[src/mtg_pkg.sv]
// Shared types, constants and the tempering function of the Mersenne Twister generator.
`default_nettype none

package mtg_pkg;

  localparam logic [31:0] MT_MATRIX       = 32'h9908_b0df;
  localparam logic [31:0] MT_UPPER        = 32'h8000_0000;
  localparam logic [31:0] MT_LOWER        = 32'h7fff_ffff;
  localparam logic [31:0] MT_SEED_MUL     = 32'd1664525;
  localparam logic [31:0] MT_DEFAULT_SEED = 32'd5489;
  localparam logic [31:0] MT_TEMPER_B     = 32'h9d2c_5680;
  localparam logic [31:0] MT_TEMPER_C     = 32'hefc6_0000;

  // APB register map
  localparam logic REG_SEED_VALUE = 1'b0;

  // Action codes carried in tuser
  localparam logic ACT_RESEED = 1'b0;
  localparam logic ACT_DRAW   = 1'b1;

  typedef struct packed {
    logic draw;
    logic narrow;
  } mtg_cmd_t;

  function automatic logic [31:0] mt_temper(input logic [31:0] x);
    logic [31:0] y;
    y = x ^ (x >> 11);
    y = y ^ ((y << 7) & MT_TEMPER_B);
    y = y ^ ((y << 15) & MT_TEMPER_C);
    y = y ^ (y >> 18);
    return y;
  endfunction

endpackage

`default_nettype wire

[src/mtg_front.sv]
// Front end: takes input transfers, decodes them into commands and queues two of them.
`default_nettype none

module mtg_front (
  input  wire logic              clk_i,
  input  wire logic              rst_ni,
  input  wire logic              s_valid_i,
  output logic                   s_ready_o,
  input  wire logic              action_i,
  input  wire logic              narrow_i,
  output logic                   cmd_valid_o,
  output mtg_pkg::mtg_cmd_t      cmd_o,
  input  wire logic              cmd_pop_i
);
  import mtg_pkg::*;

  mtg_cmd_t   queue_q [2];
  logic       wr_ptr_q, wr_ptr_d;
  logic       rd_ptr_q, rd_ptr_d;
  logic [1:0] count_q, count_d;
  logic       push;
  logic       pop;
  mtg_cmd_t   cmd_in;

  assign s_ready_o   = (count_q != 2'd2);
  assign push        = s_valid_i && s_ready_o;
  assign cmd_valid_o = (count_q != 2'd0);
  assign pop         = cmd_pop_i && cmd_valid_o;
  assign cmd_o       = queue_q[rd_ptr_q];

  always_comb begin
    cmd_in.draw   = (action_i == ACT_DRAW);
    cmd_in.narrow = narrow_i;
    wr_ptr_d = push ? ~wr_ptr_q : wr_ptr_q;
    rd_ptr_d = pop ? ~rd_ptr_q : rd_ptr_q;
    count_d  = count_q;
    if (push && !pop) begin
      count_d = count_q + 2'd1;
    end else if (pop && !push) begin
      count_d = count_q - 2'd1;
    end
  end

  always_ff @(posedge clk_i or negedge rst_ni) begin
    if (!rst_ni) begin
      wr_ptr_q <= 1'b0;
      rd_ptr_q <= 1'b0;
      count_q  <= 2'd0;
    end else begin
      wr_ptr_q <= wr_ptr_d;
      rd_ptr_q <= rd_ptr_d;
      count_q  <= count_d;
    end
  end

  always_ff @(posedge clk_i) begin
    if (push) begin
      queue_q[wr_ptr_q] <= cmd_in;
    end
  end

endmodule

`default_nettype wire

[config.mk]
export PLATFORM = sky130hd
export DESIGN_NAME = mtg_front
export DESIGN_NICKNAME = d
export VERILOG_FILES = /design/src/mtg_pkg.sv /design/src/mtg_front.sv
export SDC_FILE = /design/constraint.sdc
export NUM_CORES = 1
export LEC_CHECK = 0
export BUFFER_PORTS_ARGS = -buffer_cell sky130_fd_sc_hd__clkbuf_2
export CAP_MARGIN = 25
export CORE_AREA = 5 5 42 44
export DETAILED_ROUTE_END_ITERATION = 8
export DIE_AREA = 0 0 47 49
export PLACE_DENSITY_LB_ADDON = 0.15
export RECOVER_POWER = 50
export SYNTH_ARGS = -nofsm -noshare
export SYNTH_HDL_FRONTEND = slang
export SYNTH_SLANG_ARGS = --single-unit
[constraint.sdc]
create_clock -name clk_i -period 1.62 [get_ports clk_i]
set_input_delay 0.081 -clock clk_i [delete_from_list [all_inputs] [get_ports clk_i]]
set_output_delay 0.081 -clock clk_i [all_outputs]
set_load 0.05 [all_outputs]
# Word level (Yosys, flattened, before mapping)
# Memory sizes are Yosys's and may differ from the RTL's.
# Cells that the tools add are included.
# totals
mem_count,1
mem_bits_ro,0
input_bits,6
output_inout_bits,4
ff_bits,4
latch_bits,0
ram_bits,4
# classes
eq_ne,1
n_lt_le_gt_ge,0
mul,0
n_addsub,2
bitwise_logic,2
n_div,0
reduce_logical,8
shift,0
n_mux,4
# memory_table
name,depth,word_bits,rd,rd_ports_with_merged_regs,wr,line_no,text
queue_q,2,2,1,0,1,mtg_front.sv:17,mtg_cmd_t queue_q [2];
# op_table
cell,n
$logic_and A1 B1 Y1,4
$mux W2,2
$reduce_bool A2 Y1,2
$add A2 B1 Y2 const B,1
$logic_not A1 Y1,2
$mux W1,2
$ne A2 B2 Y1 const B,1
$not A1 Y1,2
$sub A2 B1 Y2 const B,1

# Depth between registers and ports, before layout
# Gate-level depths: netlist of run 1.
# depth
word_depth,6
ltp_mapped,7

# Worst setup path after synthesis of run 1
# No wires, ideal clock.
# synth_timing
path_kind,flip-flop to flip-flop
from,register count_q[0]
to,register count_q[1]
t_arrival_ps,1386
path_slack_ps,155
n_path_buf,0
stages_incl_launch_ff,7
setup_time_ps,79
synth_period_minus_slack_ps,1465
cell_sequence,dfrtp_1 nand2b_4 nand2_1 inv_1 ha_1 nor2_1 xor2_1
# synth_via
elab_chain_cells,5
# synth_rtl
item,line_no,text
"start, declared",mtg_front.sv:20,"logic [1:0] count_q, count_d;"
"start signal, assigned",mtg_front.sv:52,count_q <= count_d;
$ne A2 B2 Y1 *,mtg_front.sv:25,assign s_ready_o = (count_q != 2'd2);
via s_ready_o,mtg_front.sv:8,"output logic s_ready_o,"
$logic_and A1 B1 Y1 *,mtg_front.sv:26,assign push = s_valid_i && s_ready_o;
via push,mtg_front.sv:21,logic push;
$logic_not A1 Y1,mtg_front.sv:39,end else if (pop && !push) begin
$logic_and A1 B1 Y1,mtg_front.sv:39,
$reduce_bool A2 Y1 (no line),-,
# The timed path passes the listed nets; every way through them passes the cells marked *. The select of a mux whose other input is x is not followed.
# A chain may end at the register's enable or synchronous reset.

# Worst setup path after layout of run 1
# layout_timing
from,register count_q[0]
to,register count_q[1]
# layout_via
elab_chain_cells,5
# layout_rtl
item,line_no
$ne A2 B2 Y1 *,mtg_front.sv:25
$logic_and A1 B1 Y1 *,mtg_front.sv:26
via push,mtg_front.sv:21
$logic_not A1 Y1,mtg_front.sv:39
$logic_and A1 B1 Y1,mtg_front.sv:39
$reduce_bool A2 Y1 (no line),-
# Marks and branches as above.

==> metrics, run 1 <==
Routed WL per cell=11.91 µm; global-route wire length before repair=979 µm; sequential element share of the synthesized area=0.6219; Critical Path, Cell by Cell=nand2b_4 > nand2_1 > inv_1 > ha_1 > nor2_1 > xor2_1; yosys warns=0; Die ar.=2303 µm²; met2 usage=0.08597; Worst Hold Class=primary input to flop; Via density=4.093; Synth area leader=edfxtp_1; CP Data Required Time=1.80 ns; GR Util met1=0.06606; Max Fclk=691.2 MHz; remaining global-route overflow=0; maximum clock insertion buffer count=2; CTS tree=yes; Post-Synthesis Cells=24; syn avg cell area=14.75 µm²; Worst Clk Skew=0.003603 ns; Synth-to-Final Area Change=27.21%; Max transition margin=0.8110; final worst slack=0.1733 ns; Final ANT Viol Nets=0; WP data arrival=1.63 ns; Die H=49 µm; fraction of layout cells with a size suffix above 1=0.3684; GR Util met3=0.03690; Fin Setup TNS=0 ns; die width=47 µm; Worst VDD drop=0.0006734 V; CP Max Fanout=4; CP startpoint kind=flop; Final Hold Fails=0; Final nets=46; Layout Utilization=0.3214; crit path capture type=flop; max incr delay on CP=0.42 ns; Ant. Diodes=0; Period Utilization, post-route=0.8930; Net Count, Synth=31; GR peak layer=met2; IO Port Bufs=9; Setup CP Type=flop to flop; min Tclk post-route=1.447 ns; pwr dens=2227 nW/µm²; synth unique cells=13; Slew @ Worst Pin=0.2848 ns; number of I/O pins=10; outcome=complete, no violations; Vias=221; pin count of the biggest net entering global routing=6; drt pass-1 iters=2; CTS Sinks=8; Clock Pin Slew Worst Setup and Hold Paths=0.06 ns; critical path's slowest cell=dfrtp_1; register bit total from synthesis=8; synthesized cell area=354.1 µm²; gr usage total=0.06339; share of the synthesized area in the top cell type=0.3392; worst skew pair latency=0.26 ns; max-cap violations=0; RSZ-0062 raised after global routing=no; number of setup buffers added after CTS=0; Core ar.=1401 µm²; Starting Density=0.2527; CTS Root Cell=clkbuf_4; Pleak=0.2005 nW; CTS Buf Count=3; Final setup viols=0; Placement Setup Slack=0.1766 ns; drt drc=0; vias in the first global route=228; initial DRC count=1; synth top area cells=edfxtp_1 34%, dfrtp_1 28%, xnor2_1 7.4%; power consumption=1.003 mW; drt total wl=643 µm; H-tree depth=1; GPL Wtd Cong=0.6406; antenna violations before repair=0; max-slew violations=0; Site Rows=14; worst hold slack=0.01755 ns
report_power, final:
part / total, mW / switching, mW / internal, mW / leakage [nW]
combinational: 0.470 / 0.299 / 0.172 / 0.102
clock: 0.169 / 0.0742 / 0.0946 / 0.0150
sequential: 0.364 / 0.0659 / 0.298 / 0.0838
total: 1.00 / 0.439 / 0.564 / 0.201
layout make-up:
cell class | instances | area (µm²)
Fill cell | 161 | 950.9
Inverter | 1 | 3.754
Clock buffer | 4 | 26.28
Timing Repair Buffer | 10 | 52.55
Tap cell | 16 | 20.02
Multi-Input combinational cell | 15 | 127.6
Sequential cell | 8 | 220.2
layer usage:
metal	wire length, µm	share of wire
met1	245	0.38
met2	327	0.51
met3	53	0.082
met4	17	0.026
met5	0	0
placed cells by master, fill, tap and decap left out:
master | netlist | routed
clkbuf_2 | 0 | 7
dfrtp_1 | 4 | 4
edfxtp_1 | 4 | 4
xnor2_1 | 3 | 3
clkbuf_4 | 0 | 3
clkbuf_1 | 0 | 3
mux2_2 | 2 | 2
nor2_1 | 2 | 2
xor2_1 | 2 | 2
nand2b_4 | 1 | 1
nand2_1 | 1 | 1
inv_1 | 1 | 1
or2_0 | 0 | 1
nand2_4 | 1 | 1
and3_1 | 1 | 1
ha_1 | 1 | 1
dlygate4sd3_1 | 0 | 1
critical path, delay by kind of cell (launching register included):
kind,cells,cell delay [ns]
DFF,1,0.42
buffers and inverters,1,0.06
adders and majority gates,1,0.32
xor gates and xnor gates,1,0.15
and+or+nand+nor,3,0.41
flip-flops by register name, indices dropped and copies added (netlist names):
signal / cells
count_q: 2
queue_q: 4
rd_ptr_q: 1
wr_ptr_q: 1
worst paths after layout:
check | start | end | slack [ns] | cells after the start
worst max-delay path | count_q[0] | count_q[1] | 0.17 | 6
worst min-delay path | action_i | queue_q[0][1] | 0.02 | 1
worst max register to register | count_q[0] | count_q[1] | 0.17 | 6
worst min register to register | wr_ptr_q | wr_ptr_q | 0.50 | 1
max in group asynchronous | rst_ni | count_q[0] | 1.23 | 2
min in group asynchronous | rst_ni | wr_ptr_q | 0.19 | 2
per-stage QoR:
step | std cells | instance area [µm²]
2_1_floorplan | 24 | 354.1
3_3_place_gp | 49 | 419.2
3_5_place_dp | 49 | 419.2
4_1_cts | 54 | 455.4
5_1_grt | 54 | 450.4
6_report | 54 | 450.4
kinds of logic after synthesis:
logic type | share of synthesized area
mux | 0.06360
flops | 0.6219
fa+ha+maj | 0.03533
buf+inv | 0.01059
xor+xnor | 0.1237
simple gates | 0.1449
cell usage after synthesis:
library cell,n
or2_4,1
mux2_2,2
nand2_4,1
nor2_1,2
inv_1,1
and3_1,1
dfrtp_1,4
xor2_1,2
xnor2_1,3
edfxtp_1,4
nand2b_4,1
ha_1,1
nand2_1,1
what timing repair did:
| action | in CTS | in global routing |
|---|---|---|
| hold endpoints to repair | 4 | 0 |
| resized for setup | 0 | 0 |
| hold buffers | 1 | 0 |
No activity file was read; power rests on OpenSTA's default activity.
==> run 2, diff against run 1 <==
Settings changed: CORE_AREA 5 5 42 44 to 2 2 39 41, CTS_BUF_LIST from default to sky130_fd_sc_hd__clkbuf_2 sky130_fd_sc_hd__clkbuf_4 sky130_fd_sc_hd__clkbuf_8, DIE_AREA 0 0 47 49 to 0 0 41 43, GPL_ROUTABILITY_DRIVEN from default to 1.
==> run 2 against run 1 <==
Critical path depth unchanged. Combinational power down 2%. Clock skew shrank 0.0021 ns. Die area is 23% lower. Hold slack gained 0.0069 ns. Clock power increased by 4%. Via count is 5.9% lower. Global-route usage is 0.99 points higher. Non-clock buffer count unchanged. Cell area grew 0.56%. Routed wire length shrank 22%. Setup slack better by 0.015 ns. Highest routed layer is now met3.
==> metrics, run 2 (synthesis results as in run 1) <==
outcome=complete, no violations; fraction of layout cells with a size suffix above 1=0.3684; Pleak=0.2010 nW; Max transition margin=0.8159; pwr dens=2207 nW/µm²; antenna violations before repair=0; drt drc=0; Clock Pin Slew Worst Setup and Hold Paths=0.05 ns; RSZ-0062 raised after global routing=no; Worst Hold Class=primary input to flop; global-route wire length before repair=786 µm; power consumption=0.9997 mW; gr usage total=0.07332; min Tclk post-route=1.432 ns; Final setup viols=0; CTS Root Cell=clkbuf_4; Via density=3.852; Ant. Diodes=0; Period Utilization, post-route=0.8837; Fillers=143; crit path capture type=flop; Final ANT Viol Nets=0; maximum clock insertion buffer count=2; Vias=208; Fin Setup TNS=0 ns; Die ar.=1763 µm²; worst skew pair latency=0.25 ns; number of I/O pins=10; Routed WL per cell=9.333 µm; max incr delay on CP=0.42 ns; max-cap violations=0; CP Buf/Inv Count=1; leading cell type in the layout, fill and taps excluded=clkbuf_2; CP Max Fanout=4; Synth-to-Final Area Change=27.91%; Storage cell area=220.2 µm²; Starting Density=0.2559; remaining global-route overflow=0; Worst Clk Skew=0.001517 ns; max-slew violations=0; DP HPWL=409.3 µm; CTS tree=yes; CTS Sinks=8; Setup CP Type=flop to flop; CTS Buf Count=3; Core ar.=1384 µm²; largest reg by FF count=queue_q; most frequent cells in the layout=6 x clkbuf_2, 4 x clkbuf_4, 4 x dfrtp_1, 4 x edfxtp_1; Die H=43 µm; max FFs per register=4; drt total wl=504 µm; Slew @ Worst Pin=0.2773 ns; setup slack, reg-to-reg=0.19 ns; Top Registers=queue_q: 4 flops, count_q: 2 flops; drt pass-1 iters=3; IO Port Bufs=9; initial DRC count=3; Worst VDD drop=0.0005482 V; CP startpoint kind=flop; vias in the first global route=196; Critical Path, Cell by Cell=nand2b_4 > nand2_1 > inv_1 > ha_1 > nor2_1 > xor2_1; Site Rows=14; H-tree depth=1; Final Hold Fails=0; Layout Utilization=0.3273; GPL Wtd Cong=0.6452; delay-heaviest family, CP=flip-flops; pin count of the biggest net entering global routing=6; Final nets=46; WP data arrival=1.60 ns; Max Fclk=698.6 MHz; CP Data Required Time=1.79 ns; die width=41 µm; area of the multi-input gates=127.6 µm²; critical path's slowest cell=dfrtp_1
-- run 2: area by class of cell --
class	instances	share of cell area
multi-input cells	15	0.2818
inverters	1	0.008287
clock buffers	4	0.06630
flip-flops and latches	8	0.4862
well taps	16	0.04420
repair buffers	10	0.1133
-- run 2: timing repair --
action,in CTS,in global routing
gates resized for setup,0,0
endpoints found under the hold margin,4,0
hold buffers,1,0
setup buffers,0,0
-- run 2: per-layer routing --
metal	up-vias	global-route usage	wire [µm]
li1	107	-	-
met1	94	0.09428	249
met2	7	0.08125	216
met3	0	0.04712	38
met4	0	0.06000	0
met5	-	0	0
-- run 2: power by group --
group          total (mW)  internal (mW)  switching (mW)  leakage (nW)
clock               0.175          0.111          0.0646        0.0184
combinational       0.462          0.171           0.290        0.0987
sequential          0.363          0.298          0.0651        0.0838
total                1.00          0.580           0.420         0.201
-- run 2: per-stage QoR --
| step | cells | instance area [µm²] | hold WS, ns | worst slack, ns |
|---|---|---|---|---|
| 2_1_floorplan | 24 | 354.1 | -0.2146 | 0.1548 |
| 3_3_place_gp | 49 | 419.2 | -0.1059 | 0.2036 |
| 3_5_place_dp | 49 | 419.2 | -0.1018 | 0.1785 |
| 4_1_cts | 54 | 459.2 | 0.01290 | 0.1664 |
| 5_1_grt | 54 | 452.9 | 0.03947 | 0.08851 |
| 6_report | 54 | 452.9 | 0.02447 | 0.1885 |
-- run 2: final timing paths --
kind                             from       endpoint  depth (start not counted)
min                          narrow_i  queue_q[0][0]                          1
max                        count_q[0]     count_q[1]                          6
min in group asynchronous      rst_ni       wr_ptr_q                          2
min reg2reg                  wr_ptr_q       wr_ptr_q                          1
max in group asynchronous      rst_ni     count_q[1]                          2
max reg2reg                count_q[0]     count_q[1]                          6
==> run 3, diff against run 2 <==
Settings changed: CORE_AREA 2 2 39 41 to 5 5 42 44, DIE_AREA 0 0 41 43 to 0 0 47 49, REMOVE_ABC_BUFFERS from default to 1, SETUP_SLACK_MARGIN from default to 0.4.
==> run 3 against run 2 <==
Clock skew shrank 0.00086 ns. Sequential share of layout area shrank 11 points. Sequential power is essentially flat. First-iteration DRC count shrank 67%. Cell area grew 30%. Routed wire length grew 54%. Combinational power grew 67%. Die area grew 31%. Non-clock buffer count grew 7.
==> metrics, run 3 (synthesis results as in run 1) <==
Hold Path Stages=1; Hold Path End=queue_q[0][1]; crit path capture type=flop; WP data arrival=1.57 ns; Final ANT Viol Nets=0; RSZ-0062 raised after global routing=yes; Fin Setup TNS=0 ns; critical path's slowest cell=dfrtp_1; number of I/O pins=10; largest reg by FF count=queue_q; CTS Buf Count=3; setup slack, reg-to-reg=0.20 ns; CTS Sinks=8; CP Data Required Time=1.77 ns; Routed WL per cell=12.69 µm; max-cap violations=0; vias in the first global route=275; H-tree depth=1; Worst VDD drop=0.0008902 V; remaining global-route overflow=0; fraction of layout cells with a size suffix above 1=0.5778; r2r startpoint=count_q[0]; Max Fclk=702.4 MHz; Site Rows=14; Worst Hold Launch=action_i; CP startpoint kind=flop; Final setup viols=0; Slew @ Worst Pin=0.2410 ns; Worst Clk Skew=0.0006595 ns; pwr dens=2249 nW/µm²; most frequent cells in the layout=5 x clkbuf_4, 5 x buf_4, 4 x dfrtp_1, 4 x edfxtp_1; Ant. Diodes=0; die width=47 µm; Crit path top cell by count=xor2_1; Setup CP Type=flop to flop; Die ar.=2303 µm²; Clock Pin Slew Worst Setup and Hold Paths=0.06 ns; worst skew pair latency=0.26 ns; max incr delay on CP=0.42 ns; Top Registers=queue_q: 4 flops, count_q: 2 flops; Core ar.=1401 µm²; CP Buf/Inv Count=0; drt pass-1 iters=2; gr usage total=0.07413; Die H=49 µm; drt total wl=774 µm; power consumption=1.325 mW; Synth-to-Final Area Change=66.43%; maximum clock insertion buffer count=2; Max transition margin=0.8393; min Tclk post-route=1.424 ns; worst r2r dst=count_q[1]; Fillers=144; max FFs per register=4; antenna violations before repair=0; Starting Density=0.2527; Final nets=53; global-route wire length before repair=1159 µm; delay-heaviest family, CP=simple AND/OR/NAND/NOR gates; pin count of the biggest net entering global routing=6; GPL Wtd Cong=0.6406; Vias=260; outcome=complete, no violations; CTS Root Cell=clkbuf_4; CTS tree=yes; Worst Hold Class=primary input to flop; drt drc=0; Via density=4.262; R2R depth=6; max-slew violations=0; Critical Path, Cell by Cell=or2_0 > nand2_4 > ha_4 > xor2_1 > nor2_1 > xor2_1; initial DRC count=1; Pleak=0.2598 nW; CP Max Fanout=4; Period Utilization, post-route=0.8789; Final Hold Fails=0; IO Port Bufs=9
-- run 3: changes by cell type in the layout (fill, tap and decap cells not counted), sizes merged --
cell    delta
buf        +8
clkbuf     -1
-- run 3: power breakdown --
part	internal, mW	switching [mW]	leakage [nW]
clock	0.112	0.0781	0.0184
combinational	0.393	0.378	0.158
sequential	0.298	0.0673	0.0838
-- run 3: worst max path at each step --
stage	endpoint	slack (ns)	start	depth (start not counted)
2_1_floorplan	count_q[1]	0.15	count_q[0]	6
3_3_place_gp	count_q[1]	0.18	count_q[0]	6
3_5_place_dp	count_q[1]	0.18	count_q[0]	6
4_1_cts	count_q[1]	0.27	count_q[0]	6
5_1_grt	count_q[1]	0.15	count_q[0]	6
6_report	count_q[1]	0.20	count_q[0]	6
-- run 3: layout make-up --
cell class                 count  area, µm²  area share
sequential                     8      220.2      0.3737
multi-input combinational     15      167.7      0.2845
timing repair buffer          17      147.6      0.2505
clock buffer                   4      30.03     0.05096
tap                           16      20.02     0.03397
inverter                       1      3.754    0.006369
-- run 3: metal layers --
| metal | part of all wire | track usage | up-vias |
|---|---|---|---|
| li1 | - | - | 121 |
| met1 | 0.35 | 0.07534 | 130 |
| met2 | 0.58 | 0.1131 | 7 |
| met3 | 0.049 | 0.03321 | 2 |
| met4 | 0.022 | 0.05530 | 0 |
| met5 | 0 | 0 | - |
-- run 3: worst register-to-register path, stage by stage (launching register included) --
cell,delay (ns)
dfrtp_1,0.42
or2_0,0.31
nand2_4,0.11
ha_4,0.12
xor2_1,0.14
nor2_1,0.06
xor2_1,0.14
-- run 3: metrics by stage --
| stage | utilization | cell area [µm²] | worst slack (ns) | hold slack (ns) | instances |
|---|---|---|---|---|---|
| 2_1_floorplan | - | 354.1 | 0.1548 | -0.2146 | 24 |
| 3_3_place_gp | 0.2991 | 419.2 | 0.1767 | -0.1009 | 49 |
| 3_5_place_dp | 0.2991 | 419.2 | 0.1766 | -0.1050 | 49 |
| 4_1_cts | 0.4018 | 563.0 | 0.2684 | 0.01575 | 60 |
| 5_1_grt | 0.4205 | 589.3 | 0.1484 | 0.007732 | 61 |
| 6_report | 0.4205 | 589.3 | 0.1962 | 0.01563 | 61 |
-- run 3: what timing repair did --
item / 4_1_cts / 5_1_grt
pin swaps: 5 / 4
endpoints found under the hold margin: 4 / 0
hold buffers: 1 / 0
gates resized for setup: 13 / 11
endpoints found under the setup margin: 5 / 9
setup buffers: 6 / 1
